===== src/rtl/core/sms_pkg.sv =====
// shared types, constants and phase codes of the spi master shifter
package sms_pkg;

   localparam int DIVIDER_BITS_DEFAULT = 16;
   localparam int QUEUE_DEPTH          = 2;
   localparam int CSR_INDEX_BITS       = 2;
   localparam int CSR_DATA_BITS        = 16;

   // register indexes
   localparam logic [CSR_INDEX_BITS-1:0] REG_SPI_MODE    = 2'd0;
   localparam logic [CSR_INDEX_BITS-1:0] REG_HALF_PERIOD = 2'd1;
   localparam logic [CSR_INDEX_BITS-1:0] REG_CS_GUARD    = 2'd2;

   // sequencer phases
   localparam logic [2:0] PH_IDLE  = 3'd0;
   localparam logic [2:0] PH_LEAD  = 3'd1;
   localparam logic [2:0] PH_SHIFT = 3'd2;
   localparam logic [2:0] PH_WAIT  = 3'd3;
   localparam logic [2:0] PH_TAIL  = 3'd4;

   localparam logic [2:0] BIT_MSB = 3'd7;

   typedef struct packed {
      logic       byte_request;
      logic [7:0] send_byte;
      logic       frame_end;
      logic       miso_level;
   } req_type;

   typedef struct packed {
      logic       sck_level;
      logic       mosi_level;
      logic       select_n;
      logic       ready_res;
      logic       got_valid;
      logic [7:0] got_byte;
   } rsp_type;

   // queue to engine handoff
   typedef struct packed {
      logic    valid;
      req_type item;
   } queue_head_type;

endpackage


===== src/rtl/core/sms_queue.sv =====
// front end: accepts tick transactions into a short fall-through queue
module sms_queue
   import sms_pkg::*;
(
   input  logic           clock,
   input  logic           reset,
   input  logic           req_valid,
   output logic           req_stall,
   input  req_type        req_item,
   output queue_head_type head,
   input  logic           pop
);

   localparam int PTR_BITS = (QUEUE_DEPTH > 1) ? $clog2(QUEUE_DEPTH) : 1;
   localparam int CNT_BITS = $clog2(QUEUE_DEPTH + 1);
   localparam logic [PTR_BITS-1:0] PTR_LAST = PTR_BITS'(QUEUE_DEPTH - 1);
   localparam logic [CNT_BITS-1:0] CNT_FULL = CNT_BITS'(QUEUE_DEPTH);

   req_type               entry_ff [QUEUE_DEPTH];
   logic [PTR_BITS-1:0]   wr_ptr_ff, wr_ptr_in;
   logic [PTR_BITS-1:0]   rd_ptr_ff, rd_ptr_in;
   logic [CNT_BITS-1:0]   count_ff, count_in;
   logic                  push, do_pop;

   assign req_stall  = (count_ff == CNT_FULL);
   assign push       = req_valid && !req_stall;
   assign do_pop     = pop && (count_ff != '0);
   assign head.valid = (count_ff != '0);
   assign head.item  = entry_ff[rd_ptr_ff];

   always_comb begin
      wr_ptr_in = wr_ptr_ff;
      rd_ptr_in = rd_ptr_ff;
      count_in  = count_ff;
      if (push) begin
         wr_ptr_in = (wr_ptr_ff == PTR_LAST) ? '0 : wr_ptr_ff + 1'b1;
      end
      if (do_pop) begin
         rd_ptr_in = (rd_ptr_ff == PTR_LAST) ? '0 : rd_ptr_ff + 1'b1;
      end
      if (push && !do_pop) begin
         count_in = count_ff + 1'b1;
      end else if (!push && do_pop) begin
         count_in = count_ff - 1'b1;
      end
   end

   always_ff @(posedge clock) begin
      if (reset) begin
         wr_ptr_ff <= '0;
         rd_ptr_ff <= '0;
         count_ff  <= '0;
      end else begin
         wr_ptr_ff <= wr_ptr_in;
         rd_ptr_ff <= rd_ptr_in;
         count_ff  <= count_in;
      end
   end

   always_ff @(posedge clock) begin
      if (push) begin
         entry_ff[wr_ptr_ff] <= req_item;
      end
   end

endmodule


===== src/rtl/core/sms_engine.sv =====
// back end: spi phase sequencer, configuration registers and result register
module sms_engine
   import sms_pkg::*;
#(
   parameter int DIVIDER_BITS = DIVIDER_BITS_DEFAULT
) (
   input  logic                      clock,
   input  logic                      reset,
   input  queue_head_type            head,
   output logic                      pop,
   input  logic                      csr_write,
   input  logic [CSR_INDEX_BITS-1:0] csr_index,
   input  logic [CSR_DATA_BITS-1:0]  csr_data,
   output logic                      rsp_valid,
   input  logic                      rsp_stall,
   output rsp_type                   rsp_item
);

   localparam int LW = (DIVIDER_BITS > CSR_DATA_BITS) ? DIVIDER_BITS : CSR_DATA_BITS;
   localparam logic [LW-1:0] CNT_MAX_W = LW'({DIVIDER_BITS{1'b1}});

   // saturate a register value to the counter range
   function automatic logic [DIVIDER_BITS-1:0] count_limit(input logic [CSR_DATA_BITS-1:0] v);
      logic [LW-1:0] v_w;
      v_w = LW'(v);
      count_limit = DIVIDER_BITS'((v_w > CNT_MAX_W) ? CNT_MAX_W : v_w);
   endfunction

   logic [1:0]                 mode_ff, mode_in;
   logic [CSR_DATA_BITS-1:0]   half_ff, half_in;
   logic [CSR_DATA_BITS-1:0]   guard_ff, guard_in;

   logic [2:0]                 phase_ff, phase_in;
   logic [DIVIDER_BITS-1:0]    count_ff, count_in;
   logic [2:0]                 bit_ff, bit_in;
   logic                       second_ff, second_in;
   logic [7:0]                 out_shift_ff, out_shift_in;
   logic [7:0]                 in_shift_ff, in_shift_in;
   logic                       end_ff, end_in;
   logic                       clk_ff, clk_in;

   logic                       rsp_valid_ff, rsp_valid_in;
   rsp_type                    rsp_item_ff, rsp_item_in;

   logic                       step;
   logic                       cpol, cpha;
   logic [DIVIDER_BITS-1:0]    hp, gd;
   logic [DIVIDER_BITS:0]      cnt_inc;
   logic                       sample, done, got;

   assign step    = head.valid && (!rsp_valid_ff || !rsp_stall);
   assign pop     = step;
   assign cpol    = mode_ff[1];
   assign cpha    = mode_ff[0];
   assign hp      = count_limit((half_ff == '0) ? CSR_DATA_BITS'(1) : half_ff);
   assign gd      = count_limit(guard_ff);
   assign cnt_inc = {1'b0, count_ff} + 1'b1;

   always_comb begin
      mode_in      = mode_ff;
      half_in      = half_ff;
      guard_in     = guard_ff;
      phase_in     = phase_ff;
      count_in     = count_ff;
      bit_in       = bit_ff;
      second_in    = second_ff;
      out_shift_in = out_shift_ff;
      in_shift_in  = in_shift_ff;
      end_in       = end_ff;
      clk_in       = clk_ff;
      sample       = 1'b0;
      done         = 1'b0;
      got          = 1'b0;

      if (step) begin
         unique case (phase_ff)
            PH_IDLE, PH_WAIT: begin
               if (head.item.byte_request) begin
                  out_shift_in = head.item.send_byte;
                  in_shift_in  = '0;
                  end_in       = head.item.frame_end;
                  bit_in       = BIT_MSB;
                  second_in    = 1'b0;
                  count_in     = '0;
                  phase_in     = PH_SHIFT;
                  if (phase_ff == PH_IDLE && gd != '0) begin
                     phase_in = PH_LEAD;
                  end
               end
            end
            PH_LEAD, PH_TAIL: begin
               count_in = cnt_inc[DIVIDER_BITS-1:0];
               if (cnt_inc >= {1'b0, gd}) begin
                  count_in = '0;
                  phase_in = (phase_ff == PH_LEAD) ? PH_SHIFT : PH_IDLE;
               end
            end
            PH_SHIFT: begin
               count_in = cnt_inc[DIVIDER_BITS-1:0];
               if (cnt_inc >= {1'b0, hp}) begin
                  count_in = '0;
                  if (!second_ff) begin
                     clk_in    = ~cpol;
                     second_in = 1'b1;
                     sample    = !cpha;
                  end else begin
                     clk_in    = cpol;
                     second_in = 1'b0;
                     sample    = cpha;
                     done      = 1'b1;
                  end
                  if (sample) begin
                     in_shift_in[bit_ff] = in_shift_ff[bit_ff] | head.item.miso_level;
                     got                 = (bit_ff == '0);
                  end
                  if (done) begin
                     if (bit_ff == '0) begin
                        if (end_ff) begin
                           phase_in = (gd == '0) ? PH_IDLE : PH_TAIL;
                        end else begin
                           phase_in = PH_WAIT;
                        end
                     end else begin
                        bit_in = bit_ff - 1'b1;
                     end
                  end
               end
            end
            default: begin
               count_in = '0;
               phase_in = PH_IDLE;
            end
         endcase
      end

      if (csr_write) begin
         unique case (csr_index)
            REG_SPI_MODE: begin
               mode_in = csr_data[1:0];
               if (!second_ff) begin
                  clk_in = csr_data[1];
               end
            end
            REG_HALF_PERIOD: half_in  = csr_data;
            REG_CS_GUARD:    guard_in = csr_data;
            default: ;
         endcase
      end
   end

   // result seen after this tick
   always_comb begin
      rsp_item_in.sck_level  = clk_in;
      rsp_item_in.mosi_level = out_shift_in[bit_in];
      rsp_item_in.select_n   = (phase_in == PH_IDLE);
      rsp_item_in.ready_res  = (phase_in == PH_IDLE) || (phase_in == PH_WAIT);
      rsp_item_in.got_valid  = got;
      rsp_item_in.got_byte   = got ? in_shift_in : '0;
      rsp_valid_in           = step || (rsp_valid_ff && rsp_stall);
   end

   always_ff @(posedge clock) begin
      if (reset) begin
         mode_ff      <= '0;
         half_ff      <= CSR_DATA_BITS'(1);
         guard_ff     <= CSR_DATA_BITS'(1);
         phase_ff     <= PH_IDLE;
         count_ff     <= '0;
         bit_ff       <= BIT_MSB;
         second_ff    <= 1'b0;
         out_shift_ff <= '0;
         in_shift_ff  <= '0;
         end_ff       <= 1'b0;
         clk_ff       <= 1'b0;
         rsp_valid_ff <= 1'b0;
      end else begin
         mode_ff      <= mode_in;
         half_ff      <= half_in;
         guard_ff     <= guard_in;
         phase_ff     <= phase_in;
         count_ff     <= count_in;
         bit_ff       <= bit_in;
         second_ff    <= second_in;
         out_shift_ff <= out_shift_in;
         in_shift_ff  <= in_shift_in;
         end_ff       <= end_in;
         clk_ff       <= clk_in;
         rsp_valid_ff <= rsp_valid_in;
      end
   end

   always_ff @(posedge clock) begin
      if (step) begin
         rsp_item_ff <= rsp_item_in;
      end
   end

   assign rsp_valid = rsp_valid_ff;
   assign rsp_item  = rsp_item_ff;

endmodule


===== src/rtl/core/spi_master_shifter.sv =====
// top level of the spi master shifter: tick queue in front of the phase engine
// a tick transaction is first written into the queue, and its result is then registered in the engine's result register
// throughput: one tick transaction per cycle while the result side is not stalled
// the two-entry queue lets ticks keep arriving while a result is stalled
// reset (synchronous, active high): idle phase, sck low, mode 0, half period 1, guard 1
// configuration writes are always taken and are meant for idle periods only
module spi_master_shifter
   import sms_pkg::*;
#(
   parameter int DIVIDER_BITS = DIVIDER_BITS_DEFAULT
) (
   input  logic                      clock,
   input  logic                      reset,
   // tick transactions in
   input  logic                      req_valid,
   output logic                      req_stall,
   input  req_type                   req_item,
   // pin level results out
   output logic                      rsp_valid,
   input  logic                      rsp_stall,
   output rsp_type                   rsp_item,
   // register writes
   input  logic                      csr_valid,
   output logic                      csr_ready,
   input  logic [CSR_INDEX_BITS-1:0] csr_index,
   input  logic [CSR_DATA_BITS-1:0]  csr_data
);

   queue_head_type head;
   logic           pop;
   logic           csr_write;

   // register port never back-pressures
   assign csr_ready = 1'b1;
   assign csr_write = csr_valid && csr_ready;

   // front: buffers tick transactions so the input side does not wait on the result side until the queue is full
   sms_queue u_queue (
      .clock     (clock),
      .reset     (reset),
      .req_valid (req_valid),
      .req_stall (req_stall),
      .req_item  (req_item),
      .head      (head),
      .pop       (pop)
   );

   // back: advances the spi phase machine one tick per popped transaction
   sms_engine #(
      .DIVIDER_BITS (DIVIDER_BITS)
   ) u_engine (
      .clock     (clock),
      .reset     (reset),
      .head      (head),
      .pop       (pop),
      .csr_write (csr_write),
      .csr_index (csr_index),
      .csr_data  (csr_data),
      .rsp_valid (rsp_valid),
      .rsp_stall (rsp_stall),
      .rsp_item  (rsp_item)
   );

endmodule

===== config.mk =====
export PLATFORM = sky130hd
export DESIGN_NAME = spi_master_shifter
export DESIGN_NICKNAME = d
export VERILOG_FILES = /design/src/rtl/core/sms_pkg.sv /design/src/rtl/core/sms_queue.sv /design/src/rtl/core/sms_engine.sv /design/src/rtl/core/spi_master_shifter.sv
export SDC_FILE = /design/constraint.sdc
export NUM_CORES = 1
export LEC_CHECK = 0
export ABC_AREA = 1
export BUFFER_PORTS_ARGS = -buffer_cell sky130_fd_sc_hd__buf_4
export CAP_MARGIN = 20
export CELL_PAD_IN_SITES_DETAIL_PLACEMENT = 1
export CELL_PAD_IN_SITES_GLOBAL_PLACEMENT = 2
export CORE_MARGIN = 2
export CORE_UTILIZATION = 33
export DETAILED_ROUTE_END_ITERATION = 12
export GPL_ROUTABILITY_DRIVEN = 0
export PLACE_DENSITY_LB_ADDON = 0.1
export SLEW_MARGIN = 40
export SYNTH_ARGS = -nofsm -noshare
export SYNTH_HDL_FRONTEND = slang
export SYNTH_SLANG_ARGS = --single-unit

===== constraint.sdc =====
create_clock -name clock -period 3 [get_ports clock]
set_input_delay 0.45 -clock clock [delete_from_list [all_inputs] [get_ports clock]]
set_output_delay 0.45 -clock clock [all_outputs]
set_load 0.1 [all_outputs]

# After elaboration in Yosys (flattened, before gate mapping)
# Memories as Yosys holds them, arrays and structs flattened. A register that Yosys moved wholly into a read port is not among the register bits.
# Index checks and enable logic that the tools add are counted.
totals:
  register_bits: 93
  ram_bits: 22
  inputBits: 34
  output_inout_bits: 16
  wordCells: 152
  mem_count: 1
classes:
  add_sub_neg: 6
  magnitude_cmp: 7
  n_eq_ne: 10
  muxes: 70
  bitwise: 2
  n_reduce_logical: 35
mem_list:
  columns: ["name", "words", "word_bits", "rd", "rd_clocked_by_memory_dff", "wr", "line", "rtl"]
  rows:
  - ["u_queue.entry_ff", 2, 11, 1, 1, 1, "sms_queue.sv:19", "req_type entry_ff [QUEUE_DEPTH];"]
ops:
  columns: ["op", "count"]
  rows:
  - ["$mux W16", 6]
  - ["$mux W8", 7]
  - ["$pmux W16 S3", 1]
  - ["$mux W3", 13]
  - ["$ge A17 B16 Y1", 2]
  - ["$gt A16 B16 Y1 const B", 2]
  - ["$logic_not A16 Y1", 2]
  - ["$mux W1", 31]
  - ["$add A16 B1 Y17 const B", 1]
  - ["$pmux W8 S2", 1]
  - ["$reduce_bool A16 Y1", 1]
  - ["$eq A3 B2 Y1 const B", 3]
  - ["$logic_not A3 Y1", 3]
  - ["$pmux W3 S3", 1]
  - ["$bwmux W8", 1]
  - ["$logic_and A1 B1 Y1", 8]
  - ["$lt A3 B4 Y1 const B", 2]
  - ["$mux W2", 4]
  - ["$reduce_and A2 Y1", 4]
  - ["$bmux W1 S3", 2]
  - ["$logic_not A1 Y1", 6]
  - ["$pmux W3 S2", 1]
  - ["$reduce_bool A2 Y1", 3]
  - ["$eq A2 B2 Y1 const B", 2]
  - ["other kinds (19)", 23]

# Longest topological paths before layout
# Gate-level depths: netlist of the first run.
depth:
  depth_word: 14
  ltp_mapped: 24

# Cells and area by module
# Synthesis of the first run repeated with hierarchy kept, for this count alone.
unflattened:
  hier_cells: 786
  area_unflattened_um2: 6451.2
by_module_without_submodules:
  columns: ["mod", "n_inst", "cells_per_inst", "area_per_inst_um2", "seq_area_each_um2"]
  rows:
  - ["sms_engine", 1, 713, 5357.6, 1911.8]
  - ["sms_queue", 1, 71, 1082.3, 760.7]
  - ["spi_master_shifter", 1, 2, 11.3, 0.0]

# Least setup slack after synthesis of the first run
# OpenSTA, ideal clock, no wires.
synth_path:
  path_kind: "reg2reg"
  start: "register u_engine.count_ff[0]"
  end: "register u_engine.rsp_item_ff (netlist bit u_engine.rsp_item[11]) (data pin)"
  arrival_time_ps: 2694
  required_ps: 2748
  path_slack_ps: 54
  path_stages_with_launch: 22
  cell_sequence: "dfxtp_1 > ha_1 > nand2_2 > nor2_4 > nand2_4 > nor2_1 > nand2_1 > xor2_1 > ha_1 > nand2_1 > nand2_1 > nand2_1 > nand2_1 > o21bai_1 > a21oi_1 > nand4_1 > nand3_4 > nand3_1 > nand3_1 > nand2_1 > nand2_1 > nand2_1"
synth_lines:
  columns: ["item", "line", "rtl"]
  rows:
  - ["start, declared", "sms_engine.sv:34", "logic [DIVIDER_BITS-1:0] count_ff, count_in;"]
  - ["start signal, assigned", "sms_engine.sv:181", "count_ff <= count_in;"]
  - ["end signal, assigned", "sms_engine.sv:194", "rsp_item_ff <= rsp_item_in;"]
  - ["end, declared", "sms_engine.sv:43", "rsp_type rsp_item_ff, rsp_item_in;"]

# Worst setup path in the final report of the first run
layout_path:
  start: "register u_engine.count_ff[0]"
  end: "register u_engine.count_ff[2]"
layout_via:
  elab_chain_cells: 4
layout_lines:
  columns: ["item", "line", "rtl"]
  rows:
  - ["$add A16 B1 Y17 (*)", "sms_engine.sv:57", "assign cnt_inc = {1'b0, count_ff} + 1'b1;"]
  - ["$ge A17 B16 Y1, on equally long branches", "sms_engine.sv:100, sms_engine.sv:93", null]
  - ["$mux W16, on equally long branches", "sms_engine.sv:100, sms_engine.sv:93", null]
  - ["$pmux W16 S3 (*)", "sms_engine.sv:76", "unique case (phase_ff)"]
# Every way passes the cells marked *; elsewhere a longest branch is shown, timed or not.
# A chain may end at the register's enable or synchronous reset.

==> results of run 1 <==
==> flip-flops by register name, summed over array words and instances (netlist names), named ones only <==
name / flops
u_engine.in_shift_ff: 8
u_engine.half_ff: 16
u_engine.phase_ff: 3
u_engine.end_ff: 1
u_queue.count_ff: 2
u_engine.rsp_item: 13
u_engine.bit_ff: 3
u_queue.entry_ff: 22
u_queue.rd_ptr_ff: 1
u_engine.out_shift_ff: 8
u_engine.second_ff: 1
u_queue.wr_ptr_ff: 1
u_engine.clk_ff: 1
u_engine.rsp_valid: 1
u_engine.count_ff: 16
u_engine.guard_ff: 16
u_engine.mode_ff: 2
==> worst max-delay path, delay by kind of cell (launching register included) <==
family,cells,cell delay [ns]
xor gates and xnor gates,1,0.21
AOI/OAI and AO/OA,3,0.40
DFF,1,0.38
and+or+nand+nor,15,1.24
adders and majority gates,2,0.35
buffers and inverters,4,0.47
==> per-stage QoR <==
stage	hold WS (ns)	TNS (ns)	area [um^2]	cells	setup WS, ns
global route	0.191	-9.33	8720	1193	-0.320
CTS	0.195	-0.299	8330	1184	-0.0654
detailed placement	0.469	-11.09	7350	1140	-0.362
finish	0.209	-2.59	8720	1193	-0.147
floorplan	0.426	0	6380	805	0.0540
global placement	0.437	-8.82	7340	1140	-0.319
==> cells by family after synthesis <==
kind of cell | synth area share
compound gates | 0.147
mux | 0.00157
buf+inv | 0.0817
other cells | 0.000587
simple gates | 0.262
fa+ha+maj | 0.0706
flops | 0.419
xor+xnor | 0.0178
==> power by group <==
part / total (mW) / switching [mW] / internal, mW
sequential: 2.13 / 0.187 / 1.94
combinational: 3.26 / 2.29 / 0.972
clock: 1.95 / 0.859 / 1.10
==> final cells by class <==
class | count | area share
clock buffer | 17 | 0.0488
clock inverter | 15 | 0.0159
timing repair buffer | 120 | 0.108
timing repair inverter | 1 | 0.00100
inverter | 105 | 0.0475
sequential | 116 | 0.308
multi-input combinational | 559 | 0.433
tap | 260 | 0.0373
==> how the worst min path moves through the flow <==
| stage | to | slack (ns) |
|---|---|---|
| after detailed placement | u_engine.count_ff[3] | 0.47 |
| after global placement | u_queue.rd_ptr_ff | 0.44 |
| after floorplan | flop | 0.43 |
| after CTS | u_queue.entry_ff[0][2] | 0.20 |
| after global routing | u_queue.entry_ff[1][2] | 0.19 |
| final | u_queue.entry_ff[0][2] | 0.21 |
==> per-layer routing <==
layer	GRT usage	share of wire	vias up
met3	0.0392	0.032	13
met2	0.307	0.46	80
met4	0.0479	0.010	0
met1	0.279	0.50	2802
met5	0	0	-
li1	-	-	2901
==> cells in the mapped netlist (6+ instances only) <==
cell                         n  area share
sky130_fd_sc_hd__nand2_2     8      0.0078
sky130_fd_sc_hd__clkbuf_1   17       0.010
sky130_fd_sc_hd__nand3_1    38       0.030
sky130_fd_sc_hd__inv_2      13      0.0076
sky130_fd_sc_hd__a21oi_1    67       0.053
sky130_fd_sc_hd__nand2_1   149       0.088
sky130_fd_sc_hd__xor2_1      9       0.012
sky130_fd_sc_hd__ha_1       36       0.071
sky130_fd_sc_hd__o21ai_1    17       0.013
sky130_fd_sc_hd__edfxtp_1   35        0.16
sky130_fd_sc_hd__nor4_1      6      0.0059
sky130_fd_sc_hd__o21ai_0    64       0.050
sky130_fd_sc_hd__dfxtp_1    81        0.25
sky130_fd_sc_hd__nor2_1     79       0.046
sky130_fd_sc_hd__nand4_1    15       0.015
sky130_fd_sc_hd__inv_1      89       0.052
sky130_fd_sc_hd__nor3_1      9      0.0071
==> repair_timing <==
action | CTS | global route
pin swaps | 35 | 39
cloned | 0 | 1
endpoints found under the setup margin | 45 | 44
gates resized for setup | 76 | 76
hold endpoints to repair | 0 | 0
setup buffers | 12 | 9
==> qor.csv, run 1 <==
stage,metric,value,unit
outcome,outcome,finished with violations,
outcome,violations,setup timing,
timing,fmax,318,MHz
placed_design,io_buffers,48,
worst_setup_path,crit_top_cell,sky130_fd_sc_hd__nand2_1,
synth,ys.warnings.count,0,
timing,final.period_utilization,1.05,
synth,ys_dominant_reg_cell,sky130_fd_sc_hd__dfxtp_1,
run,max_cap_violations,0,
detailed_routing,drt_wl_total,19300,um
floorplanning,initial_utilization,0.339,
synth,synthesized_instance_count,805,
worst_setup_path,r2r-start,u_engine.count_ff[0],
worst_setup_path,reg2regPathDepth,25,
finish,nets,990,
worst_hold_path,holdCritStartpoint,req_item[2],
floorplanning,floorplan.core_area,18800,um^2
global_route,grt_first_pass_wirelength,31100,um
clocking,htree_levels,4,
global_route,via_count_of_the_first_global_routing_pass,5993,
pwr,total_power,7.34,mW
floorplanning,die_height,143,um
global_route,grt_antenna_before_repair,0,
clocking,clkSlewWorstSetupHoldPaths,0.07,ns
clocking,cts-buffers-inserted,17,
timing,post-route-min-period,3.15,ns
clocking,clk-insertion-delay-late,0.42,ns
synth,synthesis.area,6380,um^2
worst_setup_path,startpoint_class_of_the_critical_path,flop,
floorplanning,die_x,143,um
finish,layout.cells.most_common_list,"115 x sky130_fd_sc_hd__nand2_1, 111 x sky130_fd_sc_hd__buf_4, 82 x sky130_fd_sc_hd__inv_1, 76 x sky130_fd_sc_hd__dfxtp_1, 63 x sky130_fd_sc_hd__o21ai_0",
finish,area_of_the_multi_input_gates,3780,um^2
clocking,cts.sink_count,116,
global_route,grt_util_all_layers,0.197,
timing,final_critical_path_setup_slack,-0.147,ns
detailed_routing,post-route-drc-count,0,
detailed_routing,final_antenna_net_count,0,
finish,final.fill_count,2228,
worst_setup_path,ff2ff_setup_slack,-0.15,ns
clocking,clk_root_buffer_cell,sky130_fd_sc_hd__clkbuf_16,
pwr,power.ir.vdd_worst,0.423,mV
worst_setup_path,crit_path_start,u_engine.count_ff[0],
synth,synth_async_sr_flop_share,0,
detailed_routing,num_vias,5796,
placed_design,place.detailed.hpwl,13700,um
finish,mostFrequentLayoutCell,sky130_fd_sc_hd__nand2_1,
floorplanning,fp.dieArea,20500,um^2
timing,max_slew.worst_pin.slew,0.764,ns
detailed_routing,dr.pass1.iters,4,
worst_setup_path,worst-endpoint-arrival,3.48,ns
synth,seq_area_frac_synth,0.419,
worst_setup_path,critPathSlowestCell,sky130_fd_sc_hd__dfxtp_4,
worst_hold_path,timing.hold.worst_path_depth,1,
synth,number_of_synthesized_register_bits,116,
finish,final_layout_size_suffix_gt1_frac,0.349,
finish,antenna-diode-count,0,
clocking,clock_path_buffers,2,
finish,reg_area,2680,um^2
synth,synth_enable_flop_cells,35,
timing,fin_worst_skew,0.0103,ns
worst_setup_path,rr_endpoint,u_engine.count_ff[2],
detailed_routing,post_drt_via_cell_ratio,4.86,
worst_setup_path,worst_path_largest_cell_delay,0.38,ns
pwr,static_leakage,3.71,nW
synth,netlist-cell-type-count,54,
worst_setup_path,worst_setup_path_endpoint,u_engine.count_ff[2],
clocking,hold_buffers,0,
timing,timing.max_slew.rel_slack,0.487,
finish,flow.area_growth_from_synthesis,36.5,%
timing,final-setup-viol-count,29,
timing,rsz0062_at_grt,true,
floorplanning,ioPinCount,50,
global_route,grt_overflow,0,
synth,syn-mean-instance-area,7.93,um^2
synth,mapped_nets,875,
pwr,powerDensity,842,nW/um^2
detailed_routing,detail_route.iter0.violations,244,
global_route,grt_start_max_net_pins,45,
detailed_routing,drt-wirelength-per-cell,16.2,um
worst_setup_path,cp.required,3.33,ns
floorplanning,placement_rows,50,
clocking,cts_tree,built,
worst_setup_path,critical_path.endpoint_type,flop,
timing,final-max-slew-violation-count,0,
worst_hold_path,worst_hold_path_type,in -> reg,
timing,hold_viol,0,
worst_setup_path,crit_path_max_fanout,7,
finish,utilization,0.463,
worst_setup_path,critical_path_class,reg -> reg,
Note: power is estimated with default switching activity, not from simulation.
==> inputs of run 2 (changes only) <==
- ABC_AREA: 1 -> 0
- CORE_UTILIZATION: 33 -> 34
==> run 2 against run 1 <==
The flow still finishes with violations (setup timing). Clock skew about the same. First-iteration DRC count shrank 26%. Power is 11% lower. Routed wire length is 1.9% lower. Sequential share of layout area up 0.32 points. Synthesized area down 4.3%. Via count down 7.4%. Utilization increased by 2.4 points. Highest routed layer unchanged.
==> qor.csv, run 2 <==
stage,metric,value,unit,change
synth,synth_area_leaders,"sky130_fd_sc_hd__dfxtp_1 27%, sky130_fd_sc_hd__edfxtp_1 17%, sky130_fd_sc_hd__ha_1 7.4%",,
clocking,hold_buffers,0,,unchanged
clocking,htree_levels,4,,unchanged
run,max_cap_violations,0,,unchanged
timing,rsz0062_at_grt,true,,
finish,nets,884,,-11%
timing,fmax,277,MHz,-13%
detailed_routing,drt_wl_total,18900,um,-1.9%
synth,synthesis.area,6110,um^2,-4.3%
detailed_routing,num_vias,5369,,-7.4%
timing,final_critical_path_setup_slack,-0.608,ns,-0.462 ns
floorplanning,die_x,138,um,-3.5%
synth,ys.warnings.count,0,,unchanged
worst_setup_path,cp.required,3.16,ns,-0.17 ns
detailed_routing,post-route-drc-count,0,,unchanged
clocking,clock_path_buffers,2,,unchanged
detailed_routing,final_antenna_net_count,0,,unchanged
outcome,violations,setup timing,,
synth,yosys_top_cell_area_share,0.265,,+0.0113
global_route,grt_start_max_net_pins,82,,+82%
outcome,outcome,finished with violations,,
global_route,grt_util_all_layers,0.200,,+0.00319
placed_design,place.detailed.hpwl,13300,um,-2.8%
placed_design,io_buffers,48,,unchanged
timing,timing.max_slew.rel_slack,0.491,,+0.00360
synth,ys_dominant_reg_cell,sky130_fd_sc_hd__dfxtp_1,,
detailed_routing,dr.pass1.iters,4,,unchanged
global_route,via_count_of_the_first_global_routing_pass,5703,,-4.8%
clocking,cts.sink_count,116,,unchanged
global_route,grt_antenna_before_repair,0,,unchanged
synth,syn-mean-instance-area,8.99,um^2,+13%
global_route,grt_overflow,0,,unchanged
synth,synth_top_area_cell,sky130_fd_sc_hd__dfxtp_1,,
synth,synthMostInstantiatedCell,sky130_fd_sc_hd__nand2_1,,
clocking,clk-insertion-delay-late,0.42,ns,about the same
finish,number_of_flip_flops_in_the_largest_register,22,,unchanged
synth,synthTopCellsByCount,"109 x sky130_fd_sc_hd__nand2_1, 81 x sky130_fd_sc_hd__dfxtp_1, 55 x sky130_fd_sc_hd__a21oi_1",,
timing,post-route-min-period,3.61,ns,+0.462 ns
pwr,static_leakage,3.52,nW,-5.2%
finish,antenna-diode-count,0,,unchanged
detailed_routing,post_drt_via_cell_ratio,5.08,,+4.7%
synth,synth_enable_flop_cells,35,,unchanged
floorplanning,placement_rows,49,,-2.0%
synth,synth_async_sr_flop_share,0,,unchanged
floorplanning,die_height,138,um,-3.5%
timing,final-max-slew-violation-count,0,,unchanged
floorplanning,ioPinCount,50,,unchanged
floorplanning,initial_utilization,0.344,,+0.00477
worst_setup_path,critical_path.endpoint_type,flop,,
worst_setup_path,critical_path_class,reg -> reg,,
clocking,cts-buffers-inserted,17,,unchanged
pwr,total_power,6.51,mW,-11%
detailed_routing,detail_route.iter0.violations,181,,-26%
synth,synthesized_instance_count,680,,-16%
synth,number_of_synthesized_register_bits,116,,unchanged
detailed_routing,drt-wirelength-per-cell,17.9,um,+11%
global_route,grt_first_pass_wirelength,30300,um,-2.4%
synth,seq_area_frac_synth,0.437,,+0.0186
clocking,clk_root_buffer_cell,sky130_fd_sc_hd__clkbuf_16,,
timing,max_slew.worst_pin.slew,0.756,ns,-0.00827 ns
finish,layout.cells.most_common_list,"135 x sky130_fd_sc_hd__buf_4, 106 x sky130_fd_sc_hd__nand2_1, 73 x sky130_fd_sc_hd__dfxtp_1, 48 x sky130_fd_sc_hd__a21oi_1, 44 x sky130_fd_sc_hd__nor2_1",,
timing,final.period_utilization,1.20,,+0.154
pwr,powerDensity,752,nW/um^2,-11%
worst_hold_path,worst_hold_path_type,in -> reg,,
synth,mapped_nets,750,,-14%
pwr,power.ir.vdd_worst,0.563,mV,+33%
worst_setup_path,worst-endpoint-arrival,3.77,ns,+0.29 ns
synth,netlist-cell-type-count,70,,+30%
finish,registers.top_by_ff_count,u_queue.entry_ff,,
worst_setup_path,startpoint_class_of_the_critical_path,flop,,
clocking,cts_tree,built,,
finish,mostFrequentLayoutCell,sky130_fd_sc_hd__buf_4,,
finish,final_cell_area,8650,um^2,-0.70%
placed_design,dpl_cell_area,7360,um^2,about the same
floorplanning,floorplan.core_area,17800,um^2,-5.6%
timing,setup-tns-final,-18.62,ns,-16.04 ns
finish,flow.area_growth_from_synthesis,41.6,%,
timing,final-setup-viol-count,45,,+55%
finish,final_layout_size_suffix_gt1_frac,0.356,,+0.00609
clocking,clkSlewWorstSetupHoldPaths,0.06,ns,about the same
timing,hold_viol,0,,unchanged
floorplanning,fp.dieArea,19100,um^2,-6.9%
timing,fin_worst_skew,0.0101,ns,-0.000266 ns
worst_setup_path,crit_path_max_fanout,5,,-2
placed_design,preCtsSetupSlack,-0.718,ns,-0.356 ns
-- run 2: routing by layer --
metal  GRT usage  up-vias  wire length (um)
li1            -     2654                 -
met1       0.276     2609              9290
met2       0.321       86              8820
met3      0.0374       20               574
met4      0.0575        0               218
met5           0        -                 0
-- run 2: worst paths after layout --
check	from	endpoint	slack (ns)	depth (start not counted)
worst max-delay path	u_engine.count_ff[7]	u_engine.rsp_item[11]	-0.61	15
worst min-delay path	req_item[5]	u_queue.entry_ff[0][5]	0.22	1
worst max register to register	u_engine.count_ff[7]	u_engine.rsp_item[11]	-0.61	15
worst min register to register	u_engine.guard_ff[11]	u_engine.guard_ff[11]	0.48	2
-- run 2: kinds of logic after synthesis --
logic type	after synthesis	synth area share
muxes	23	0.0381
xor gates and xnor gates	22	0.0315
AOI/OAI and AO/OA	142	0.155
other	1	0.000614
buffers and inverters	74	0.0481
DFF	116	0.437
adders and majority gates	36	0.0737
and+or+nand+nor	266	0.216
-- run 2: critical path: stages, from the launching register on --
cell,delay [ns]
sky130_fd_sc_hd__dfxtp_2,0.41
sky130_fd_sc_hd__nand4_4,0.16
sky130_fd_sc_hd__nor4_4,0.33
sky130_fd_sc_hd__nand2_2,0.13
sky130_fd_sc_hd__xnor2_2,0.23
sky130_fd_sc_hd__ha_1,0.29
sky130_fd_sc_hd__a21o_1,0.17
sky130_fd_sc_hd__a221oi_2,0.31
sky130_fd_sc_hd__o311ai_4,0.14
sky130_fd_sc_hd__buf_6,0.16
sky130_fd_sc_hd__buf_12,0.12
sky130_fd_sc_hd__and3_4,0.16
sky130_fd_sc_hd__a221o_1,0.42
sky130_fd_sc_hd__nand2_1,0.11
sky130_fd_sc_hd__o32a_1,0.15
sky130_fd_sc_hd__mux2i_1,0.08
-- run 2: where the power goes --
group | internal (mW) | switching, mW | leakage, nW | total, mW
clock network | 1.18 | 0.871 | 0.285 | 2.05
logic | 0.817 | 1.58 | 2.24 | 2.39
registers | 1.89 | 0.167 | 0.995 | 2.06
total | 3.89 | 2.62 | 3.52 | 6.51
-- run 2: final cells by class --
cell class                      count  area, um^2
Clock buffer                       17         425
Clock inverter                     15         159
Fill cell                        2005        9130
Inverter                           41         156
Multi-Input combinational cell    490        3750
Sequential cell                   116        2690
Tap cell                          229         287
Timing Repair Buffer              148        1180
-- run 2: what timing repair did --
| item | 4_1_cts | 5_1_grt |
|---|---|---|
| setup buffers | 17 | 4 |
| endpoints found under the setup margin | 45 | 45 |
| pin swaps | 25 | 27 |
| cloned | 1 | 0 |
| gates resized for setup | 62 | 51 |
-- run 2: per-stage QoR --
| stage | utilization | std cells | hold WS [ns] |
|---|---|---|---|
| 2_1_floorplan | - | 680 | 0.443 |
| 6_report | 0.487 | 1056 | 0.216 |
| 5_1_grt | 0.487 | 1056 | 0.195 |
| 3_3_place_gp | 0.414 | 1003 | 0.463 |
| 3_5_place_dp | 0.414 | 1003 | 0.471 |
| 4_1_cts | 0.472 | 1053 | 0.195 |
==> inputs of run 3 (changes only) <==
- PLACE_DENSITY: not set -> 0.78
- PLACE_DENSITY_LB_ADDON: 0.1 -> not set
- SKIP_LAST_GASP: not set -> 1
==> run 3 against run 2 <==
The flow still finishes with violations (setup timing). Register-to-register slack got worse by 0.09 ns. Clock power barely moved. Hold slack got worse by 0.0042 ns. First-iteration DRC count rose by 52%. Routed wire length rose by 6.0%. Power fell by 0.11%. Count of clock-buffer cells in the layout rose by 1.
==> qor.csv, run 3 (synthesized netlist as in run 2, its figures left out) <==
stage,metric,value,unit,change
outcome,violations,setup timing,,
clocking,clkSlewWorstSetupHoldPaths,0.06,ns,about the same
worst_setup_path,crit_path_max_fanout,5,,unchanged
detailed_routing,dr.pass1.iters,4,,unchanged
detailed_routing,drt-wirelength-per-cell,18.9,um,+5.9%
pwr,power.ir.vdd_worst,0.473,mV,-16%
floorplanning,placement_rows,49,,unchanged
placed_design,numPlacedInstances,996,,-0.70%
timing,rsz0062_at_grt,true,,
finish,final_layout_size_suffix_gt1_frac,0.366,,+0.0104
clocking,cts_tree,built,,
detailed_routing,post_drt_via_cell_ratio,5.20,,+2.2%
finish,mostFrequentLayoutCell,sky130_fd_sc_hd__buf_4,,
detailed_routing,num_vias,5493,,+2.3%
timing,final_critical_path_setup_slack,-0.702,ns,-0.0938 ns
finish,flow.area_growth_from_synthesis,43.7,%,
placed_design,io_buffers,48,,unchanged
timing,timing.max_slew.rel_slack,0.516,,+0.0256
finish,nets,885,,+0.11%
worst_setup_path,startpoint_class_of_the_critical_path,flop,,
run,max_cap_violations,0,,unchanged
floorplanning,fp.dieArea,19100,um^2,unchanged
timing,hold_ws,0.212,ns,-0.00424 ns
timing,fmax,270,MHz,-2.5%
timing,fin_worst_skew,0.0118,ns,+0.00170 ns
timing,max_slew.worst_pin.slew,0.726,ns,-0.0304 ns
detailed_routing,drt_wl_total,20000,um,+6.0%
worst_setup_path,cp.required,3.17,ns,about the same
clocking,clk-insertion-delay-late,0.43,ns,about the same
finish,layout.cells.most_common_list,"130 x sky130_fd_sc_hd__buf_4, 105 x sky130_fd_sc_hd__nand2_1, 75 x sky130_fd_sc_hd__dfxtp_1, 46 x sky130_fd_sc_hd__a21oi_1, 42 x sky130_fd_sc_hd__nor2_1",,
finish,antenna-diode-count,0,,unchanged
pwr,static_leakage,3.55,nW,+0.86%
clocking,clock_path_buffers,2,,unchanged
clocking,clk_root_buffer_cell,sky130_fd_sc_hd__clkbuf_16,,
finish,number_of_flip_flops_in_the_largest_register,22,,unchanged
pwr,powerDensity,740,nW/um^2,-1.5%
timing,final-max-slew-violation-count,0,,unchanged
timing,hold_viol,0,,unchanged
detailed_routing,post-route-drc-count,0,,unchanged
global_route,grt_start_max_net_pins,82,,unchanged
floorplanning,floorplan.core_area,17800,um^2,unchanged
detailed_routing,detail_route.iter0.violations,275,,+52%
clocking,cts-buffers-inserted,17,,unchanged
floorplanning,die_x,138,um,unchanged
timing,final.period_utilization,1.23,,+0.0313
worst_setup_path,critical_path_class,reg -> reg,,
floorplanning,ioPinCount,50,,unchanged
worst_setup_path,worst-endpoint-arrival,3.87,ns,+0.10 ns
floorplanning,initial_utilization,0.344,,unchanged
finish,registers.top_by_ff_count,u_queue.entry_ff,,
global_route,grt_overflow,0,,unchanged
outcome,outcome,finished with violations,,
clocking,cts.sink_count,116,,unchanged
clocking,htree_levels,4,,unchanged
worst_setup_path,critical_path.endpoint_type,flop,,
global_route,grt_first_pass_wirelength,31000,um,+2.3%
global_route,grt_antenna_before_repair,0,,unchanged
finish,fin_cells,1057,,+0.095%
timing,post-route-min-period,3.70,ns,+0.0938 ns
global_route,via_count_of_the_first_global_routing_pass,5838,,+2.4%
worst_hold_path,worst_hold_path_type,in -> reg,,
global_route,grt_util_all_layers,0.204,,+0.00367
floorplanning,die_height,138,um,unchanged
detailed_routing,final_antenna_net_count,0,,unchanged
timing,final-setup-viol-count,45,,unchanged
placed_design,place.detailed.hpwl,12800,um,-3.6%
==> run 3: changes by cell type in the layout (fill, tap and decap cells not counted), sizes merged <==
cell      before  now
clkinvlp       2    3
bufinv         1    2
clkbuf        17   18
inv           51   46
clkinv         2    4
buf          148  149
==> run 3: worst paths after layout <==
check	endpoint	slack (ns)	startpoint	cells past startpoint
max	u_engine.rsp_item[11]	-0.70	u_engine.count_ff[0]	16
min	u_queue.entry_ff[1][8]	0.21	req_item[8]	1
max reg2reg	u_engine.rsp_item[11]	-0.70	u_engine.count_ff[0]	16
min reg2reg	u_engine.half_ff[12]	0.47	u_engine.half_ff[12]	2
==> run 3: cell type report <==
type / count / area [um^2]
well taps: 229 / 287
repair buffers: 149 / 1190
clock inverters: 14 / 149
fillers: 1986 / 9000
multi-input cells: 490 / 3880
flip-flops and latches: 116 / 2690
inverters: 41 / 156
clock buffers: 18 / 429
==> run 3: worst max-delay path: stages (launching register included) <==
cell	delay (ns)
sky130_fd_sc_hd__dfxtp_2	0.37
sky130_fd_sc_hd__ha_4	0.17
sky130_fd_sc_hd__nand4_4	0.15
sky130_fd_sc_hd__nor4_2	0.28
sky130_fd_sc_hd__xor2_1	0.27
sky130_fd_sc_hd__buf_4	0.17
sky130_fd_sc_hd__ha_1	0.24
sky130_fd_sc_hd__o21ai_1	0.11
sky130_fd_sc_hd__o21bai_1	0.11
sky130_fd_sc_hd__o21bai_1	0.26
sky130_fd_sc_hd__o311ai_4	0.20
sky130_fd_sc_hd__buf_4	0.18
sky130_fd_sc_hd__and3_2	0.18
sky130_fd_sc_hd__a221o_1	0.39
sky130_fd_sc_hd__nand2_1	0.12
sky130_fd_sc_hd__o32a_1	0.16
sky130_fd_sc_hd__mux2i_1	0.07
==> run 3: per-stage QoR <==
step,utilization,total power [mW],worst slack (ns),cell area (um^2),setup TNS (ns)
6_report,0.494,6.50,-0.702,8780,-19.95
5_1_grt,0.494,6.79,-0.865,8780,-26.83
4_1_cts,0.465,6.33,-0.603,8270,-17.42
3_5_place_dp,0.409,4.18,-0.672,7280,-20.28
3_3_place_gp,0.409,4.12,-0.530,7280,-15.12
2_1_floorplan,-,3.61,-0.461,6250,-3.52
==> run 3: where the power goes <==
group          internal, mW  total (mW)  switching [mW]
logic                 0.790        2.37            1.58
clock network          1.23        2.05           0.817
registers              1.90        2.08           0.186
==> run 3: what timing repair did <==
action	4_1_cts	5_1_grt
hold buffers	0	0
pin swaps	25	40
setup endpoints to repair	45	45
cloned	1	0
gates resized for setup	58	84
setup buffers	15	13
==> run 3: metal layers <==
metal	global-route usage	share of wire
met5	0	0
met3	0.0423	0.030
met4	0.0526	0.023
met1	0.268	0.46
met2	0.342	0.49
